==> src/fbw_pkg.sv <==
// Package for the bilinear flow warp block: widths, register indexes, types.
// No dependencies.
package fbw_pkg;
  localparam int unsigned CoordW   = 9;
  localparam int unsigned PixW     = 16;
  localparam int unsigned FlowW    = 18;
  localparam int unsigned FracW    = 8;
  localparam int unsigned CfgW     = 10;
  localparam int unsigned IntW     = 11;  // signed integer part of a sample coordinate
  localparam int unsigned BankAw   = 16;  // 8 bits of row, 8 bits of column per bank
  localparam int unsigned BankDepth = 65536;
  localparam int unsigned QDepth   = 2;

  localparam logic [0:0] RegWidth  = 1'b0;
  localparam logic [0:0] RegHeight = 1'b1;

  localparam logic FuncLoad = 1'b0;
  localparam logic FuncWarp = 1'b1;

  // Classified warp job handed from the front to the back.
  typedef struct packed {
    logic [FracW-1:0]  fx;
    logic [FracW-1:0]  fy;
    logic              x0_odd;
    logic              y0_odd;
    logic [3:0]        in_frame;   // a, b, c, d
    logic [PixW-1:0]   pix;
  } job_t;
endpackage

==> src/fbw_back.sv <==
// Back: substitutes outside neighbours, runs the two-stage bilinear blend and
// feeds a small result queue. Uses fbw_pkg.
module fbw_back import fbw_pkg::*; (
  input  logic            clk_i,
  input  logic            rst_ni,
  input  logic            job_valid_i,
  input  job_t            job_i,
  input  logic [PixW-1:0] bank_i [4],
  input  logic            pop_i,
  output logic            empty_o,
  output logic [2:0]      in_flight_o,
  output logic [PixW-1:0] warped_pixel_o,
  output logic            sample_valid_o
);
  localparam int unsigned One = 1 << FracW;
  localparam int unsigned HW = PixW + FracW + 1;
  localparam int unsigned AccW = HW + FracW + 1;

  logic [PixW-1:0] a, b, c, d, ra, rb, rc, rd;
  logic [FracW:0] wx0, wx1;
  logic [HW-1:0] top, bot;

  // Route banks back to neighbours and replace outside ones
  assign ra = bank_i[{job_i.y0_odd, job_i.x0_odd}];
  assign rb = bank_i[{job_i.y0_odd, !job_i.x0_odd}];
  assign rc = bank_i[{!job_i.y0_odd, job_i.x0_odd}];
  assign rd = bank_i[{!job_i.y0_odd, !job_i.x0_odd}];
  assign a = job_i.in_frame[0] ? ra : job_i.pix;
  assign b = job_i.in_frame[1] ? rb : job_i.pix;
  assign c = job_i.in_frame[2] ? rc : job_i.pix;
  assign d = job_i.in_frame[3] ? rd : job_i.pix;
  assign wx1 = {1'b0, job_i.fx};
  assign wx0 = (FracW+1)'(One) - wx1;
  assign top = HW'(a) * HW'(wx0) + HW'(b) * HW'(wx1);
  assign bot = HW'(c) * HW'(wx0) + HW'(d) * HW'(wx1);

  // Horizontal stage register
  logic s1_valid_q, s1_ok_q;
  logic [HW-1:0] top_q, bot_q;
  logic [FracW-1:0] fy_q;
  always_ff @(posedge clk_i or negedge rst_ni) begin
    if (!rst_ni) s1_valid_q <= 1'b0;
    else         s1_valid_q <= job_valid_i;
  end
  always_ff @(posedge clk_i) begin
    top_q   <= top;
    bot_q   <= bot;
    fy_q    <= job_i.fy;
    s1_ok_q <= &job_i.in_frame;
  end

  // Vertical blend and rounding
  logic [FracW:0] wy0, wy1;
  logic [AccW-1:0] acc;
  logic [PixW-1:0] res;
  assign wy1 = {1'b0, fy_q};
  assign wy0 = (FracW+1)'(One) - wy1;
  assign acc = AccW'(top_q) * AccW'(wy0) + AccW'(bot_q) * AccW'(wy1)
             + AccW'(1 << (2*FracW-1));
  assign res = acc[2*FracW +: PixW];

  // Result queue: deep enough for everything in flight
  localparam int unsigned FD = 4;
  logic [PixW:0] fifo_q [FD];
  logic [1:0] wp_q, rp_q;
  logic [2:0] cnt_q, inflight;
  logic push, pop;
  assign push = s1_valid_q;
  assign pop  = pop_i && (cnt_q != 3'd0);
  always_ff @(posedge clk_i or negedge rst_ni) begin
    if (!rst_ni) begin
      wp_q <= '0; rp_q <= '0; cnt_q <= '0;
    end else begin
      if (push) wp_q <= wp_q + 2'd1;
      if (pop)  rp_q <= rp_q + 2'd1;
      cnt_q <= cnt_q + 3'(push) - 3'(pop);
    end
  end
  always_ff @(posedge clk_i) begin
    if (push) fifo_q[wp_q] <= {s1_ok_q, res};
  end
  assign empty_o = (cnt_q == 3'd0);
  assign {sample_valid_o, warped_pixel_o} = fifo_q[rp_q];
  assign inflight = cnt_q + 3'(job_valid_i) + 3'(s1_valid_q);
  assign in_flight_o = inflight;
endmodule

==> config.mk <==
export PLATFORM = sky130hd
export DESIGN_NAME = fbw_back
export DESIGN_NICKNAME = d
export VERILOG_FILES = /design/src/fbw_pkg.sv /design/src/fbw_back.sv
export SDC_FILE = /design/constraint.sdc
export NUM_CORES = 2
export LEC_CHECK = 0
export ABC_AREA = 1
export BUFFER_PORTS_ARGS = -buffer_cell sky130_fd_sc_hd__buf_2
export CELL_PAD_IN_SITES_DETAIL_PLACEMENT = 0
export CELL_PAD_IN_SITES_GLOBAL_PLACEMENT = 2
export CORE_MARGIN = 5
export CORE_UTILIZATION = 36
export CTS_BUF_LIST = sky130_fd_sc_hd__clkbuf_8
export DETAILED_ROUTE_END_ITERATION = 6
export GPL_TIMING_DRIVEN = 0
export PLACE_DENSITY = 0.92
export REMOVE_ABC_BUFFERS = 1
export SLEW_MARGIN = 10
export SYNTH_ARGS = -nofsm -noshare
export SYNTH_HDL_FRONTEND = slang
export SYNTH_SLANG_ARGS = --single-unit
==> constraint.sdc <==
create_clock -name clk_i -period 5.7 [get_ports clk_i]
set_clock_uncertainty 0.1 [all_clocks]
set_input_delay 0.855 -clock clk_i [delete_from_list [all_inputs] [get_ports clk_i]]
set_output_delay 0.855 -clock clk_i [all_outputs]
set_load 0.01 [all_outputs]
==> impl_metrics.json <==
{
  "outcome": "finished, violations left",
  "violations": "setup timing",
  "netlist-cell-type-count": 43,
  "drv_cap": 0,
  "cts_buffers": 17,
  "vias": 31702,
  "row_count": 118,
  "start_util_pct": 36.3,
  "synth_xor_area_share_pct": 1.56,
  "syn2layout_area_growth_pct": 25.0,
  "gp_congestion": 0.871,
  "cp-start-kind": "input pin",
  "synth_top_family_by_area": "adder cells",
  "worstPathArrival_ns": 6.72,
  "endpoint_kind": "register",
  "wl_per_cell_um": 19.1,
  "grt_pass1_vias": 33323,
  "synth_largest_area_cell": "fa_1",
  "synth-edff-count": 68,
  "regArea_sq_mm": 0.00345,
  "clk_latency_ns": 0.54,
  "hpwl_um": 89700,
  "core_region_area_sq_mm": 0.104,
  "htree_levels": 4,
  "pin_count": 127,
  "timing.final.crit_period_ns": 6.41,
  "io_buffers": 126,
  "cp_max_fo": 6,
  "route.detailed.drc": 0,
  "overflow": 0,
  "syn_area_sq_mm": 0.0377,
  "ys_warn_count": 0,
  "synthAdderAreaFrac_pct": 51.3,
  "grt.total_usage_pct": 21.9,
  "grt_max_degree": 66,
  "synthMuxAreaShare_pct": 0,
  "setup_viol": 98,
  "clk_pin_slew_ns": 0.12,
  "yosysSeqAreaShare_pct": 9.07,
  "grt_pass1_wl_um": 190000,
  "path_class": "input pin to register",
  "clockRootBuffer": "clkbuf_8",
  "cts.sinks": 135,
  "antenna_found_initial": 2,
  "cp.required_ns": 6.01,
  "synth_cells": 4852,
  "hold_viol_final": 0,
  "syn_area_per_cell_sq_um": 7.78,
  "multi_input_area_sq_mm": 0.0322,
  "async_reset_ff_share_pct": 5.93,
  "cts_tree": "built",
  "synth_top_area_share_pct": 42.5,
  "synthFlopType": "edfxtp_1",
  "die_y_um": 334,
  "fin_setup_tns_ns": -57.60,
  "synth_compound_area_share_pct": 4.82,
  "drt_iter0_markers": 1980,
  "dr.pass1.iters": 5,
  "drive_above_1_share_pct": 23.2,
  "rsz0062_at_grt": "yes",
  "fillers": 10113,
  "max_freq_mhz": 156,
  "ys_ff_latch": 135,
  "worst_slew_pin_slew_ns": 1.09,
  "yosysMostFrequentCell": "inv_1",
  "relSlewSlack_pct": 27.2,
  "hold_class": "input pin to register",
  "dpl.cell_count": 6201,
  "setup_ws_ns": -0.707,
  "ys_top_cells_by_area": "fa_1 (42%), inv_1 (14%), nand2_1 (10%)",
  "die_w_um": 334,
  "viasPerCell": 4.87,
  "wl_um": 125000,
  "ant_nets": 0,
  "ys_top_cells_by_count": "inv_1 (1358), nand2_1 (1054), fa_1 (800), nor2_1 (466), ha_1 (266)",
  "nets": 6280,
  "final_max_slew_viol_count": 0,
  "cts_max_path_buffers": 2,
  "synth-simple-area-share_pct": 17.8,
  "fin_cells": 6503,
  "die_area_sq_mm": 0.111,
  "fin_crit_sh_pct": 112
}
through the flow:
step	cell area (sq um)	setup slack, ns	utilization (%)	hold slack (ns)
4_1_cts	44500	-0.691	42.9	0.258
3_3_place_gp	39400	-6.40	37.9	0.395
6_report	47100	-0.707	45.4	0.321
3_5_place_dp	39600	-4.32	38.2	0.421
5_1_grt	47100	-0.921	45.4	0.264
2_1_floorplan	37000	-1.84	-	0.338
cell type report:
type,instances,share of cell area [%]
antenna,2,0.0106
clock buffer,17,0.496
clock inverter,15,0.430
inverter,1370,11.5
multi-input combinational,3186,68.4
sequential,135,7.33
tap,1380,3.66
timing repair buffer,391,8.04
timing repair inverter,7,0.146
worst max-delay path, cell delays in order:
cell        delay, ns
buf_16           0.13
clkinv_16        0.05
ha_4             0.15
nand3_4          0.10
buf_12           0.14
nor4_4           0.21
nand2_2          0.15
clkinvlp_4       0.15
buf_12           0.12
buf_12           0.13
nand2_4          0.05
fa_1             0.50
inv_2            0.04
fa_1             0.47
fa_1             0.50
fa_1             0.54
fa_1             0.54
inv_2            0.04
fa_1             0.51
inv_2            0.05
ha_4             0.25
a21o_1           0.18
buf_4            0.15
a21oi_4          0.15
o21ai_1          0.08
nand2_1          0.08
nand3_2          0.13
xor2_4           0.21
cells by family (layout without fill, tap and decap cells):
family / count (synthesis) / after routing
other cells: 0 / 2
buf+inv: 1536 / 1800
xor+xnor: 65 / 65
simple gates: 1704 / 1709
compound gates: 346 / 346
flops: 135 / 135
fa+ha+maj: 1066 / 1066
state kept, by name (all words and copies together), names as in the netlist:
name / count
rp_q: 2
wp_q: 2
fifo_q: 68
push: 1
top_q: 25
s1_ok_q: 1
bot_q: 25
cnt_q: 3
fy_q: 8
metal layers:
metal  vias to the layer above  share of wire, %  global-route usage [%]
met2                      1036                48                    38.0
met5                         -                 0                       0
met3                       235               6.6                    3.97
met4                         0               4.2                    6.30
met1                     15932                41                    28.1
li1                      14499                 -                       -
placed cells by master (no fill, tap or decap), types with 86 or more instances in the layout:
| cell type | count |
|---|---|
| buf_4 | 169 |
| buf_2 | 112 |
| inv_1 | 1210 |
| nand2_1 | 907 |
| nor2_1 | 371 |
| inv_2 | 132 |
| nand3_1 | 94 |
| fa_1 | 757 |
| ha_1 | 208 |
| nand2_2 | 86 |
path summary, 6_finish.rpt:
| kind | start | end | slack [ns] | cells after the start |
|---|---|---|---|---|
| min in group asynchronous | rst_ni | cnt_q[2]$_DFF_PN0_ | 0.60 | 2 |
| max in group asynchronous | rst_ni | rp_q[0]$_DFFE_PN0P_ | 4.73 | 2 |
| min reg2reg | wp_q[0]$_DFFE_PN0P_ | wp_q[0]$_DFFE_PN0P_ | 0.45 | 1 |
| min | job_i[26] | fy_q[4]$_DFF_P_ | 0.32 | 1 |
| max | job_i[30] | bot_q[24]$_DFF_P_ | -0.71 | 28 |
| max reg2reg | fy_q[2]$_DFF_P_ | fifo_q[1][7]$_DFFE_PP_ | -0.69 | 30 |
what timing repair did:
item | 4_1_cts | 5_1_grt
hold buffers | 1 | 0
setup endpoints to repair | 110 | 102
buffers inserted | 160 | 88
pin swaps | 201 | 315
hold endpoints to repair | 8 | 0
gates resized for setup | 717 | 503
gates cloned | 19 | 10
Power is left out: the tool's default activity adds up to more than one toggle a clock period on the data nets, which glitch-free logic cannot reach.
